`src/rtl/tlay_pkg.sv`:
```
// ----------------------------------------------------------------------------
// tlay_pkg
// Types, constants and helpers shared by the tiling layout block.
// ----------------------------------------------------------------------------
package tlay_pkg;

	localparam int MAX_VIEWS   = 32;
	localparam int CNT_W       = 6;
	localparam int IDX_W       = 5;
	localparam int DIM_W       = 16;
	localparam int RATIO_W     = 16;
	localparam int PAD_W       = 12;
	localparam int ROT_W       = 2;
	localparam int TAG_W       = 32;
	localparam int CFG_W       = 16;
	localparam int CFG_IDX_W   = 3;
	localparam int POS_W       = 19;
	localparam int QUEUE_DEPTH = 2;

	localparam logic [CFG_IDX_W-1:0] CFG_MAIN_COUNT    = 3'd0;
	localparam logic [CFG_IDX_W-1:0] CFG_MAIN_RATIO    = 3'd1;
	localparam logic [CFG_IDX_W-1:0] CFG_VIEW_PADDING  = 3'd2;
	localparam logic [CFG_IDX_W-1:0] CFG_OUTER_PADDING = 3'd3;
	localparam logic [CFG_IDX_W-1:0] CFG_ROTATION      = 3'd4;

	localparam logic [ROT_W-1:0] ROT_LEFT   = 2'd0;
	localparam logic [ROT_W-1:0] ROT_RIGHT  = 2'd1;
	localparam logic [ROT_W-1:0] ROT_TOP    = 2'd2;
	localparam logic [ROT_W-1:0] ROT_BOTTOM = 2'd3;

	localparam logic [CNT_W-1:0]   RST_MAIN_COUNT = 6'd1;
	localparam logic [RATIO_W-1:0] RST_MAIN_RATIO = 16'd39322;

	typedef struct packed {
		logic [CNT_W-1:0]   main_slots;
		logic [RATIO_W-1:0] main_ratio;
		logic [PAD_W-1:0]   inner_gap;
		logic [PAD_W-1:0]   edge_gap;
		logic [ROT_W-1:0]   rotation;
	} cfg_t;

	typedef struct packed {
		logic [CNT_W-1:0] num_views;
		logic [DIM_W-1:0] area_width;
		logic [DIM_W-1:0] area_height;
		logic [TAG_W-1:0] request_tag;
	} request_t;

	typedef struct packed {
		logic [IDX_W-1:0] view_index;
		logic [DIM_W-1:0] rect_x;
		logic [DIM_W-1:0] rect_y;
		logic [DIM_W-1:0] rect_width;
		logic [DIM_W-1:0] rect_height;
		logic [TAG_W-1:0] echo_tag;
		logic             last_rect;
	} result_t;

	typedef struct packed {
		logic [CNT_W-1:0] n;
		logic [CNT_W-1:0] mc;
		logic [DIM_W-1:0] ua;
		logic [DIM_W-1:0] mw;
		logic [DIM_W-1:0] sw;
		logic [DIM_W-1:0] mh;
		logic [IDX_W-1:0] mr;
		logic [DIM_W-1:0] sh;
		logic [IDX_W-1:0] sr;
		logic [TAG_W-1:0] tag;
	} job_t;

	typedef struct packed {
		logic             go;
		logic [DIM_W-1:0] num;
		logic [CNT_W-1:0] den;
	} div_req_t;

	typedef struct packed {
		logic             done;
		logic [DIM_W-1:0] quo;
		logic [CNT_W-1:0] rem;
	} div_rsp_t;

	function automatic logic is_transposed(input logic [ROT_W-1:0] rot);
		logic t;
		case (rot)
			ROT_TOP, ROT_BOTTOM: t = 1'b1;
			default:             t = 1'b0;
		endcase
		return t;
	endfunction

	function automatic logic is_mirrored(input logic [ROT_W-1:0] rot);
		logic m;
		case (rot)
			ROT_RIGHT, ROT_BOTTOM: m = 1'b1;
			default:               m = 1'b0;
		endcase
		return m;
	endfunction

	function automatic logic [DIM_W-1:0] clamp16(input logic signed [POS_W-1:0] v);
		logic [DIM_W-1:0] r;
		if (v < 0)
			r = '0;
		else if (v > $signed({{(POS_W-DIM_W){1'b0}}, {DIM_W{1'b1}}}))
			r = {DIM_W{1'b1}};
		else
			r = v[DIM_W-1:0];
		return r;
	endfunction

endpackage

```
`src/rtl/tlay_div.sv`:
```
// ----------------------------------------------------------------------------
// tlay_div
// Restoring divider, one quotient bit per cycle, for pixel extents by counts.
// ----------------------------------------------------------------------------
module tlay_div (
	input  logic               clk,
	input  logic               arst_n,
	input  tlay_pkg::div_req_t req,
	output tlay_pkg::div_rsp_t rsp
);

	localparam int STEP_W = $clog2(tlay_pkg::DIM_W);

	logic                       run_q;
	logic                       done_q;
	logic [STEP_W-1:0]          step_q;
	logic [tlay_pkg::DIM_W-1:0] quo_q;
	logic [tlay_pkg::CNT_W-1:0] rem_q;
	logic [tlay_pkg::CNT_W-1:0] den_q;
	logic [tlay_pkg::CNT_W:0]   shifted;
	logic                       fits;

	assign shifted = {rem_q, quo_q[tlay_pkg::DIM_W-1]};
	assign fits    = shifted >= {1'b0, den_q};

	always_ff @(posedge clk or negedge arst_n) begin
		if (!arst_n) begin
			run_q  <= 1'b0;
			done_q <= 1'b0;
			step_q <= '0;
			quo_q  <= '0;
			rem_q  <= '0;
			den_q  <= '0;
		end else begin
			done_q <= 1'b0;
			if (req.go) begin
				run_q  <= 1'b1;
				step_q <= '0;
				quo_q  <= req.num;
				rem_q  <= '0;
				den_q  <= req.den;
			end else if (run_q) begin
				quo_q  <= {quo_q[tlay_pkg::DIM_W-2:0], fits};
				rem_q  <= fits ? tlay_pkg::CNT_W'(shifted - {1'b0, den_q})
				              : shifted[tlay_pkg::CNT_W-1:0];
				step_q <= step_q + 1'b1;
				if (step_q == STEP_W'(tlay_pkg::DIM_W - 1)) begin
					run_q  <= 1'b0;
					done_q <= 1'b1;
				end
			end
		end
	end

	assign rsp.done = done_q;
	assign rsp.quo  = quo_q;
	assign rsp.rem  = rem_q;

endmodule

```
`src/rtl/tlay_fifo.sv`:
```
// ----------------------------------------------------------------------------
// tlay_fifo
// Short job queue between the request front end and the rectangle generator.
// ----------------------------------------------------------------------------
module tlay_fifo (
	input  logic           clk,
	input  logic           arst_n,
	input  logic           push,
	input  tlay_pkg::job_t push_data,
	output logic           full,
	input  logic           pop,
	output tlay_pkg::job_t pop_data,
	output logic           empty
);

	localparam int PTR_W = $clog2(tlay_pkg::QUEUE_DEPTH);
	localparam int CNT_Q = $clog2(tlay_pkg::QUEUE_DEPTH + 1);

	tlay_pkg::job_t   mem_q [tlay_pkg::QUEUE_DEPTH];
	logic [PTR_W-1:0] wr_q;
	logic [PTR_W-1:0] rd_q;
	logic [CNT_Q-1:0] cnt_q;
	logic             do_push;
	logic             do_pop;

	assign full     = cnt_q == CNT_Q'(tlay_pkg::QUEUE_DEPTH);
	assign empty    = cnt_q == '0;
	assign do_push  = push && !full;
	assign do_pop   = pop && !empty;
	assign pop_data = mem_q[rd_q];

	always_ff @(posedge clk or negedge arst_n) begin
		if (!arst_n) begin
			wr_q  <= '0;
			rd_q  <= '0;
			cnt_q <= '0;
		end else begin
			if (do_push)
				wr_q <= (wr_q == PTR_W'(tlay_pkg::QUEUE_DEPTH - 1)) ? '0 : wr_q + 1'b1;
			if (do_pop)
				rd_q <= (rd_q == PTR_W'(tlay_pkg::QUEUE_DEPTH - 1)) ? '0 : rd_q + 1'b1;
			if (do_push && !do_pop)
				cnt_q <= cnt_q + 1'b1;
			else if (do_pop && !do_push)
				cnt_q <= cnt_q - 1'b1;
		end
	end

	always_ff @(posedge clk) begin
		if (do_push)
			mem_q[wr_q] <= push_data;
	end

endmodule

```
`src/rtl/tlay_front.sv`:
```
// ----------------------------------------------------------------------------
// tlay_front
// Takes a layout request, derives column sizes and divides extents by counts.
// ----------------------------------------------------------------------------
module tlay_front (
	input  logic               clk,
	input  logic               arst_n,
	input  tlay_pkg::cfg_t     cfg,
	input  logic               start,
	input  tlay_pkg::request_t request,
	output logic               busy,
	output logic               push,
	output tlay_pkg::job_t     push_data,
	input  logic               full
);

	typedef enum logic [2:0] {
		F_IDLE,
		F_SCALE,
		F_DIV_STACK,
		F_DIV_MAIN,
		F_PUSH
	} fstate_t;

	fstate_t                          state_q;
	logic [tlay_pkg::CNT_W-1:0]       n_q;
	logic [tlay_pkg::CNT_W-1:0]       mc_q;
	logic [tlay_pkg::DIM_W-1:0]       ua_q;
	logic [tlay_pkg::DIM_W-1:0]       ub_q;
	logic [tlay_pkg::DIM_W-1:0]       mw_q;
	logic [tlay_pkg::DIM_W-1:0]       mh_q;
	logic [tlay_pkg::IDX_W-1:0]       mr_q;
	logic [tlay_pkg::DIM_W-1:0]       sh_q;
	logic [tlay_pkg::IDX_W-1:0]       sr_q;
	logic [tlay_pkg::TAG_W-1:0]       tag_q;

	logic [tlay_pkg::CNT_W-1:0]       n_in;
	logic [tlay_pkg::CNT_W-1:0]       mc_in;
	logic [tlay_pkg::CNT_W-1:0]       sc;
	logic [tlay_pkg::DIM_W-1:0]       ext_a;
	logic [tlay_pkg::DIM_W-1:0]       ext_b;
	logic [tlay_pkg::PAD_W:0]         op2;
	logic [tlay_pkg::DIM_W-1:0]       ua_in;
	logic [tlay_pkg::DIM_W-1:0]       ub_in;
	logic [2*tlay_pkg::DIM_W-1:0]     prod;
	tlay_pkg::div_req_t               div_req;
	tlay_pkg::div_rsp_t               div_rsp;

	tlay_div u_div (
		.clk    (clk),
		.arst_n (arst_n),
		.req    (div_req),
		.rsp    (div_rsp)
	);

	always_comb begin
		if (request.num_views > tlay_pkg::CNT_W'(tlay_pkg::MAX_VIEWS))
			n_in = tlay_pkg::CNT_W'(tlay_pkg::MAX_VIEWS);
		else
			n_in = request.num_views;
		if (cfg.main_slots == '0)
			mc_in = tlay_pkg::CNT_W'(1);
		else if (cfg.main_slots > n_in)
			mc_in = n_in;
		else
			mc_in = cfg.main_slots;
		if (tlay_pkg::is_transposed(cfg.rotation)) begin
			ext_a = request.area_height;
			ext_b = request.area_width;
		end else begin
			ext_a = request.area_width;
			ext_b = request.area_height;
		end
		op2   = {cfg.edge_gap, 1'b0};
		ua_in = (ext_a >= tlay_pkg::DIM_W'(op2)) ? ext_a - tlay_pkg::DIM_W'(op2) : '0;
		ub_in = (ext_b >= tlay_pkg::DIM_W'(op2)) ? ext_b - tlay_pkg::DIM_W'(op2) : '0;
	end

	assign sc   = n_q - mc_q;
	assign prod = (2*tlay_pkg::DIM_W)'(ua_q) * (2*tlay_pkg::DIM_W)'(cfg.main_ratio);
	assign busy = state_q != F_IDLE;
	assign push = (state_q == F_PUSH) && !full;

	always_comb begin
		div_req.go  = 1'b0;
		div_req.num = ub_q;
		div_req.den = mc_q;
		case (state_q)
			F_SCALE: begin
				div_req.go  = 1'b1;
				div_req.den = (sc != '0) ? sc : mc_q;
			end
			F_DIV_STACK: begin
				div_req.go = div_rsp.done;
			end
			default: begin
				div_req.go = 1'b0;
			end
		endcase
	end

	always_comb begin
		push_data.n   = n_q;
		push_data.mc  = mc_q;
		push_data.ua  = ua_q;
		push_data.mw  = mw_q;
		push_data.sw  = ua_q - mw_q;
		push_data.mh  = mh_q;
		push_data.mr  = mr_q;
		push_data.sh  = sh_q;
		push_data.sr  = sr_q;
		push_data.tag = tag_q;
	end

	always_ff @(posedge clk or negedge arst_n) begin
		if (!arst_n) begin
			state_q <= F_IDLE;
			n_q     <= '0;
			mc_q    <= '0;
			ua_q    <= '0;
			ub_q    <= '0;
			mw_q    <= '0;
			mh_q    <= '0;
			mr_q    <= '0;
			sh_q    <= '0;
			sr_q    <= '0;
			tag_q   <= '0;
		end else begin
			case (state_q)
				F_IDLE: begin
					if (start) begin
						n_q   <= n_in;
						mc_q  <= mc_in;
						ua_q  <= ua_in;
						ub_q  <= ub_in;
						tag_q <= request.request_tag;
						if (n_in != '0)
							state_q <= F_SCALE;
					end
				end
				F_SCALE: begin
					sh_q <= '0;
					sr_q <= '0;
					if (sc != '0) begin
						mw_q    <= prod[2*tlay_pkg::DIM_W-1:tlay_pkg::DIM_W];
						state_q <= F_DIV_STACK;
					end else begin
						mw_q    <= ua_q;
						state_q <= F_DIV_MAIN;
					end
				end
				F_DIV_STACK: begin
					if (div_rsp.done) begin
						sh_q    <= div_rsp.quo;
						sr_q    <= div_rsp.rem[tlay_pkg::IDX_W-1:0];
						state_q <= F_DIV_MAIN;
					end
				end
				F_DIV_MAIN: begin
					if (div_rsp.done) begin
						mh_q    <= div_rsp.quo;
						mr_q    <= div_rsp.rem[tlay_pkg::IDX_W-1:0];
						state_q <= F_PUSH;
					end
				end
				F_PUSH: begin
					if (!full)
						state_q <= F_IDLE;
				end
				default: begin
					state_q <= F_IDLE;
				end
			endcase
		end
	end

endmodule

```
`src/rtl/tlay_back.sv`:
```
// ----------------------------------------------------------------------------
// tlay_back
// Walks the views of one queued job and emits one rectangle beat per cycle.
// ----------------------------------------------------------------------------
module tlay_back (
	input  logic              clk,
	input  logic              arst_n,
	input  tlay_pkg::cfg_t    cfg,
	input  logic              empty,
	input  tlay_pkg::job_t    pop_data,
	output logic              pop,
	output logic              valid,
	output tlay_pkg::result_t result
);

	localparam int HW = tlay_pkg::DIM_W + 1;
	localparam int YW = tlay_pkg::DIM_W + 2;
	localparam int SW = tlay_pkg::POS_W;

	logic                       act_q;
	tlay_pkg::job_t             job_q;
	logic [tlay_pkg::IDX_W-1:0] i_q;
	logic [HW-1:0]              y_q;

	logic                       v_s1;
	logic [tlay_pkg::IDX_W-1:0] idx_s1;
	logic                       last_s1;
	logic [tlay_pkg::TAG_W-1:0] tag_s1;
	logic [tlay_pkg::DIM_W-1:0] ua_s1;
	logic [HW-1:0]              x_s1;
	logic [YW-1:0]              y_s1;
	logic [tlay_pkg::DIM_W-1:0] w_s1;
	logic [tlay_pkg::DIM_W-1:0] h_s1;

	logic                       in_main;
	logic                       main_first;
	logic                       stack_first;
	logic                       is_last;
	logic [HW-1:0]              ybase;
	logic [HW-1:0]              hraw;
	logic [tlay_pkg::DIM_W-1:0] wraw;
	logic [tlay_pkg::DIM_W-1:0] xraw;
	logic [tlay_pkg::PAD_W:0]   vp2;

	logic signed [SW-1:0]       xs;
	logic signed [SW-1:0]       ys;
	logic signed [SW-1:0]       ops;
	logic signed [SW-1:0]       px;
	logic signed [SW-1:0]       py;
	logic                       tr;

	assign pop         = !act_q && !empty;
	assign in_main     = {1'b0, i_q} < job_q.mc;
	assign main_first  = i_q == '0;
	assign stack_first = {1'b0, i_q} == job_q.mc;
	assign is_last     = {1'b0, i_q} == job_q.n - 1'b1;
	assign vp2         = {cfg.inner_gap, 1'b0};

	always_comb begin
		ybase = (main_first || stack_first) ? '0 : y_q;
		if (in_main) begin
			hraw = {1'b0, job_q.mh} + (main_first ? HW'(job_q.mr) : '0);
			wraw = job_q.mw;
			xraw = '0;
		end else begin
			hraw = {1'b0, job_q.sh} + (stack_first ? HW'(job_q.sr) : '0);
			wraw = job_q.sw;
			xraw = job_q.mw;
		end
	end

	always_ff @(posedge clk or negedge arst_n) begin
		if (!arst_n) begin
			act_q <= 1'b0;
			i_q   <= '0;
			y_q   <= '0;
			job_q <= '0;
			v_s1  <= 1'b0;
			valid <= 1'b0;
		end else begin
			v_s1  <= 1'b0;
			valid <= v_s1;
			if (pop) begin
				job_q <= pop_data;
				act_q <= 1'b1;
				i_q   <= '0;
			end else if (act_q) begin
				v_s1 <= 1'b1;
				i_q  <= i_q + 1'b1;
				y_q  <= ybase + hraw;
				if (is_last)
					act_q <= 1'b0;
			end
		end
	end

	// geometry stage
	always_ff @(posedge clk) begin
		if (act_q) begin
			idx_s1  <= i_q;
			last_s1 <= is_last;
			tag_s1  <= job_q.tag;
			ua_s1   <= job_q.ua;
			x_s1    <= HW'(xraw) + HW'(cfg.inner_gap);
			y_s1    <= YW'(ybase) + YW'(cfg.inner_gap);
			w_s1    <= (wraw >= tlay_pkg::DIM_W'(vp2)) ? wraw - tlay_pkg::DIM_W'(vp2) : '0;
			h_s1    <= (hraw >= HW'(vp2)) ? tlay_pkg::DIM_W'(hraw - HW'(vp2)) : '0;
		end
	end

	// mirror, transpose and clamp
	always_comb begin
		tr  = tlay_pkg::is_transposed(cfg.rotation);
		ops = $signed(SW'(cfg.edge_gap));
		if (tlay_pkg::is_mirrored(cfg.rotation))
			xs = $signed(SW'(ua_s1)) - $signed(SW'(w_s1)) - $signed(SW'(x_s1));
		else
			xs = $signed(SW'(x_s1));
		ys = $signed(SW'(y_s1));
		px = tr ? ys + ops : xs + ops;
		py = tr ? xs + ops : ys + ops;
	end

	always_ff @(posedge clk) begin
		if (v_s1) begin
			result.view_index  <= idx_s1;
			result.rect_x      <= tlay_pkg::clamp16(px);
			result.rect_y      <= tlay_pkg::clamp16(py);
			result.rect_width  <= tr ? h_s1 : w_s1;
			result.rect_height <= tr ? w_s1 : h_s1;
			result.echo_tag    <= tag_s1;
			result.last_rect   <= last_s1;
		end
	end

endmodule

```
`src/rtl/tall_tile_layout.sv`:
```
// ----------------------------------------------------------------------------
// tall_tile_layout
// Main and stack column tiling: one request in, one beat per view (up to 32).
// ----------------------------------------------------------------------------
// start to first rectangle: mostly set by the bit-serial divider, with two
//   divisions per request, or one when all views sit in the main column
// requests: a new one is taken only while busy is low, after the last job is
//   queued; busy stays high while that job waits for room in the job queue;
//   a job's rectangles leave one per cycle; the receiver cannot stall
// reset: all control clears; registers return to one main view, ratio 39322
module tall_tile_layout (
	input  logic                                 clk,
	input  logic                                 arst_n,
	input  logic                                 start,
	output logic                                 busy,
	input  tlay_pkg::request_t                   request,
	output logic                                 valid,
	output tlay_pkg::result_t                    result,
	input  logic                                 cfg_we,
	input  logic [tlay_pkg::CFG_IDX_W-1:0]       cfg_index,
	input  logic [tlay_pkg::CFG_W-1:0]           cfg_data
);

	tlay_pkg::cfg_t cfg_q;
	tlay_pkg::job_t q_in;
	tlay_pkg::job_t q_out;
	logic           q_push;
	logic           q_full;
	logic           q_pop;
	logic           q_empty;

	always_ff @(posedge clk or negedge arst_n) begin
		if (!arst_n) begin
			cfg_q.main_slots <= tlay_pkg::RST_MAIN_COUNT;
			cfg_q.main_ratio <= tlay_pkg::RST_MAIN_RATIO;
			cfg_q.inner_gap  <= '0;
			cfg_q.edge_gap   <= '0;
			cfg_q.rotation   <= tlay_pkg::ROT_LEFT;
		end else if (cfg_we) begin
			case (cfg_index)
				tlay_pkg::CFG_MAIN_COUNT:
					cfg_q.main_slots <= cfg_data[tlay_pkg::CNT_W-1:0];
				tlay_pkg::CFG_MAIN_RATIO:
					cfg_q.main_ratio <= cfg_data[tlay_pkg::RATIO_W-1:0];
				tlay_pkg::CFG_VIEW_PADDING:
					cfg_q.inner_gap <= cfg_data[tlay_pkg::PAD_W-1:0];
				tlay_pkg::CFG_OUTER_PADDING:
					cfg_q.edge_gap <= cfg_data[tlay_pkg::PAD_W-1:0];
				tlay_pkg::CFG_ROTATION:
					cfg_q.rotation <= cfg_data[tlay_pkg::ROT_W-1:0];
				default: begin
				end
			endcase
		end
	end

	tlay_front u_front (
		.clk       (clk),
		.arst_n    (arst_n),
		.cfg       (cfg_q),
		.start     (start),
		.request   (request),
		.busy      (busy),
		.push      (q_push),
		.push_data (q_in),
		.full      (q_full)
	);

	tlay_fifo u_fifo (
		.clk       (clk),
		.arst_n    (arst_n),
		.push      (q_push),
		.push_data (q_in),
		.full      (q_full),
		.pop       (q_pop),
		.pop_data  (q_out),
		.empty     (q_empty)
	);

	tlay_back u_back (
		.clk      (clk),
		.arst_n   (arst_n),
		.cfg      (cfg_q),
		.empty    (q_empty),
		.pop_data (q_out),
		.pop      (q_pop),
		.valid    (valid),
		.result   (result)
	);

	a_no_overflow: assert property (@(posedge clk) disable iff (!arst_n)
		!(q_push && q_full))
		else $error("job queue written while full");

	a_beats_contiguous: assert property (@(posedge clk) disable iff (!arst_n)
		valid && !result.last_rect |=> valid)
		else $error("gap inside a rectangle burst");

	a_index_steps: assert property (@(posedge clk) disable iff (!arst_n)
		valid && !result.last_rect |=>
			result.view_index == $past(result.view_index) + 1'b1)
		else $error("view index did not advance by one");

	a_busy_after_start: assert property (@(posedge clk) disable iff (!arst_n)
		start && !busy && request.num_views != '0 |=> busy)
		else $error("nonempty request did not raise busy");

endmodule
```
`config.mk`:
```
export PLATFORM = sky130hd
export DESIGN_NAME = tall_tile_layout
export DESIGN_NICKNAME = d
export VERILOG_FILES = /design/src/rtl/tlay_pkg.sv /design/src/rtl/tlay_div.sv /design/src/rtl/tlay_fifo.sv /design/src/rtl/tlay_front.sv /design/src/rtl/tlay_back.sv /design/src/rtl/tall_tile_layout.sv
export SDC_FILE = /design/constraint.sdc
export NUM_CORES = 2
export LEC_CHECK = 0
export BUFFER_PORTS_ARGS = -buffer_cell sky130_fd_sc_hd__buf_4
export CAP_MARGIN = 25
export CORE_MARGIN = 2
export CORE_UTILIZATION = 45
export DETAILED_ROUTE_END_ITERATION = 8
export GPL_TIMING_DRIVEN = 0
export MAX_ROUTING_LAYER = met4
export SYNTH_ARGS = -nofsm -noshare
export SYNTH_HDL_FRONTEND = slang
export SYNTH_HIERARCHICAL = 1
export SYNTH_SLANG_ARGS = --single-unit
```
`constraint.sdc`:
```
create_clock -name clk -period 6.65 [get_ports clk]
set_input_delay 0.9975 -clock clk [delete_from_list [all_inputs] [get_ports clk]]
set_output_delay 0.9975 -clock clk [all_outputs]
set_load 0.1 [all_outputs]
```
==> summary.md <==
| Metric | Value |
|---|---|
| Yosys top cell area share | 28.9% |
| Post-Synthesis Cells | 4233 |
| CTS tree | done |
| Simple-Gate Fraction of Synth Area | 9.29% |
| Total wire length | 131000 microns |
| Final min period | 6.50 ns |
| Rel. slew slack | 27.9% |
| First-pass GRT wire length | 200000 microns |
| R2R Path End | u_front/mw_q[15] |
| R2R setup slack | 0.15 ns |
| Compound-cell area share of the yosys netlist | 9.04% |
| Sink Count | 873 |
| Final #Nets | 5160 |
| Dominant synthesized flop cell | edfxtp_1 |
| Final Util | 52.0% |
| First DRT Iteration DRCs | 2303 |
| Die area | 116000 sq um |
| Die Wd | 341 microns |
| H-tree depth | 3 |
| Std cell rows | 123 |
| CTS Buf Count | 92 |
| Most common cell in the netlist | edfxtp_1 |
| Area added between synthesis and finish | 14.4% |
| Synth top cells by count | edfxtp_1, inv_1, dfrtp_1 |
| Status | finished clean |
| Hold Crit Class | primary input to async pin |
| Starting density of the core | 45.4% |
| GRT Util Overall | 23.3% |
| Met1 Usage GRT | 31.7% |
| Syn nets | 4834 |
| Worst EP required | 7.29 ns |
| I/O pin total | 197 |
| Drt pass-1 iters | 6 |
| Post-route ant nets | 0 |
| Mean Syn Cell Area | 12.1 sq um |
| Clock transition at path regs | 0.07 ns |
| Die height | 341 microns |
| DP HPWL | 100000 microns |
| Final hold vios | 0 |
| CP max FO | 10 |
| Largest net degree at the start of global routing | 118 |
| Port Buffers | 196 |
| Hold slack final | 0.207 ns |
| Ys Warns | 6 |
| Congestion Overflow GR | 0 |
| Synthesis-stage register bit count | 873 |
| Number of global-route vias before repair | 33158 |
| CP startpoint | u_front/ua_q[2] |
| Largest family of logic cells by synthesized area | adder cells |
| CTS Root Cell | clkbuf_16 |
| DR WL/cell | 21.4 microns |
| Post-Synth XOR/XNOR Area | 3.29% |
| Drt drc | 0 |
| Async set-reset flop share out of synthesis | 43.8% |
| Busiest grt layer | met2 |
| Clock Latency Late Sink | 0.70 ns |
| Global Route met2 Usage | 36.1% |
| Post-synth EDFFs | 491 |
| Crit start category | flop |
| Fillers | 9812 |
| Initial antenna violation count | 4 |
| Clock Path Buffers | 3 |
| Share of layout cells above drive strength 1 | 21.2% |
| WP data arrival | 7.14 ns |
| Worst Tran Pin Value | 1.07 ns |
| Worst Setup EP | u_front/mw_q[15] |
| Final period util | 97.8% |
| Final clock skew | 0.0636 ns |
| Core area | 112000 sq um |
| Hold-fix buffers, CTS | 0 |
| Met3 Use GR | 2.96% |
| Synth area leader | edfxtp_1 |
| Area contributors post-synth | edfxtp_1, dfrtp_1, fa_1 |
| Register area share after synthesis | 47.6% |
| Via density | 5.40 |
| Achievable Freq | 0.154 GHz |
| Type of the worst setup path | flop to flop |
| RSZ-0062 raised after global routing | yes |
| Final Max Slew Viols | 0 |
| Worst setup EP type | flop |
| Reg2Reg Depth | 21 |
| Adder-Cell Fraction of Synth Area | 15.5% |
| Mux cell area share after synthesis | 11.0% |
| MaxCap Viol Count | 0 |
| Global placer's final weighted congestion | 0.954 |
| Setup violators final | 0 |
| Detailed-route via count | 33190 |
| Post-Syn Area | 51100 sq um |
| Distinct cells, synth | 97 |
| Reg-to-reg critical path startpoint | u_front/ua_q[2] |
metrics by stage:
stage	worst slack, ns	instance area [sq um]	cells	setup TNS, ns
after global placement	-1.58	54400	5929	-157.42
final	0.148	58500	6142	0
after global routing	-0.00907	58500	6139	-0.00907
after detailed placement	-1.18	54800	5947	-31.17
after floorplan	0.426	51100	4233	0
after CTS	0.000195	58300	6132	0
timing repair:
item,4_1_cts,5_1_grt
setup buffers,19,6
gates resized for setup,105,42
endpoints found under the setup margin,53,58
pin swaps,1,6
logic make-up after synthesis:
logic type | Yosys count
AND/OR/NAND/NOR | 950
flip-flops | 873
AO/OA/AOI/OAI | 680
buffers and inverters | 548
adder cells (fa/ha/maj) | 508
multiplexers | 482
XOR/XNOR | 192
worst min-delay path by stage:
stage | start | end | slack (ns) | depth (start not counted)
3_5_place_dp | u_back/tag_s1[24] | u_back/result[25] | 0.40 | 0
5_1_grt | arst_n | u_back/job_q[17] | 0.21 | 1
3_3_place_gp | u_back/tag_s1[18] | u_back/result[19] | 0.40 | 0
6_report | arst_n | u_back/job_q[17] | 0.21 | 1
4_1_cts | arst_n | u_back/job_q[17] | 0.19 | 1
2_1_floorplan | u_back/last_s1 | u_back/result[0] | 0.40 | 0
layout by cell type (no fill, tap or decap), drive strengths merged, types with 10 or more instances in the layout:
cell,Yosys,routed
edfxtp,491,491
mux2,433,433
inv,397,400
dfrtp,373,373
nand2,323,323
ha,299,299
buf,33,279
clkbuf,118,238
fa,209,209
o21ai,179,179
nor2,164,164
and2,163,163
a21oi,159,159
xnor2,129,129
xor2,63,63
a21o,61,61
a22o,53,53
mux2i,49,49
nor3,49,49
nand3,44,44
a211oi,39,39
nor2b,38,38
and3,38,38
nand2b,32,32
nand4,28,28
clkinv,0,26
a21boi,21,21
o21a,20,20
a221oi,20,20
a31oi,17,17
o21bai,13,13
o22ai,12,12
o211ai,11,11
or3,10,10
nor4,10,10
o31ai,10,10
layer usage:
| layer | part of all wire (%) | routed length, microns | up-vias |
|---|---|---|---|
| li1 | - | - | 15602 |
| met1 | 45 | 59700 | 16463 |
| met2 | 46 | 60900 | 916 |
| met3 | 5.0 | 6520 | 209 |
| met4 | 3.1 | 4110 | 0 |
| met5 | 0 | 0 | - |
cell type report:
class                      count  area [sq um]  area share [%]
multi-input combinational   2812         24700            42.3
sequential                   873         24400            41.7
clock buffer                 134          2650            4.54
timing repair buffer         239          2010            3.44
tap                         1500          1880            3.21
inverter                     397          1490            2.55
buffer                       144           851            1.45
clock inverter                38           490           0.839
antenna                        5          12.5          0.0214
state kept, by name, indices dropped and copies added, names as in the netlist, 16 cells and up:
name                 count
u_fifo/mem_q           268
u_back/h_s1             16
u_front/ua_q            16
u_back/job_q           134
u_back/ua_s1            16
u_back/y_s1             18
u_front/u_div/quo_q     16
u_front/sh_q            16
u_back/x_s1             17
u_back/y_q              17
u_front/mw_q            16
u_back/result          102
cfg_q                   48
u_front/ub_q            16
u_front/tag_q           32
u_front/mh_q            16
u_back/tag_s1           32
u_back/w_s1             16
worst max-delay path, cell delays in order (launching register included):
cell      delay, ns
dfrtp_1        0.47
clkbuf_8       0.26
buf_4          0.25
nand2_1        0.11
fa_1           0.53
fa_1           0.50
inv_1          0.05
fa_1           0.51
fa_1           0.44
fa_1           0.49
inv_1          0.05
fa_1           0.47
inv_1          0.04
ha_1           0.32
and3_1         0.25
a311o_2        0.44
nand4_4        0.14
a31oi_4        0.13
a221oi_4       0.27
o21ai_1        0.14
or4_1          0.49
nand3_1        0.09
Power is not shown: default switching activity piles up to over one toggle a cycle in this logic, so the estimate is an artifact.
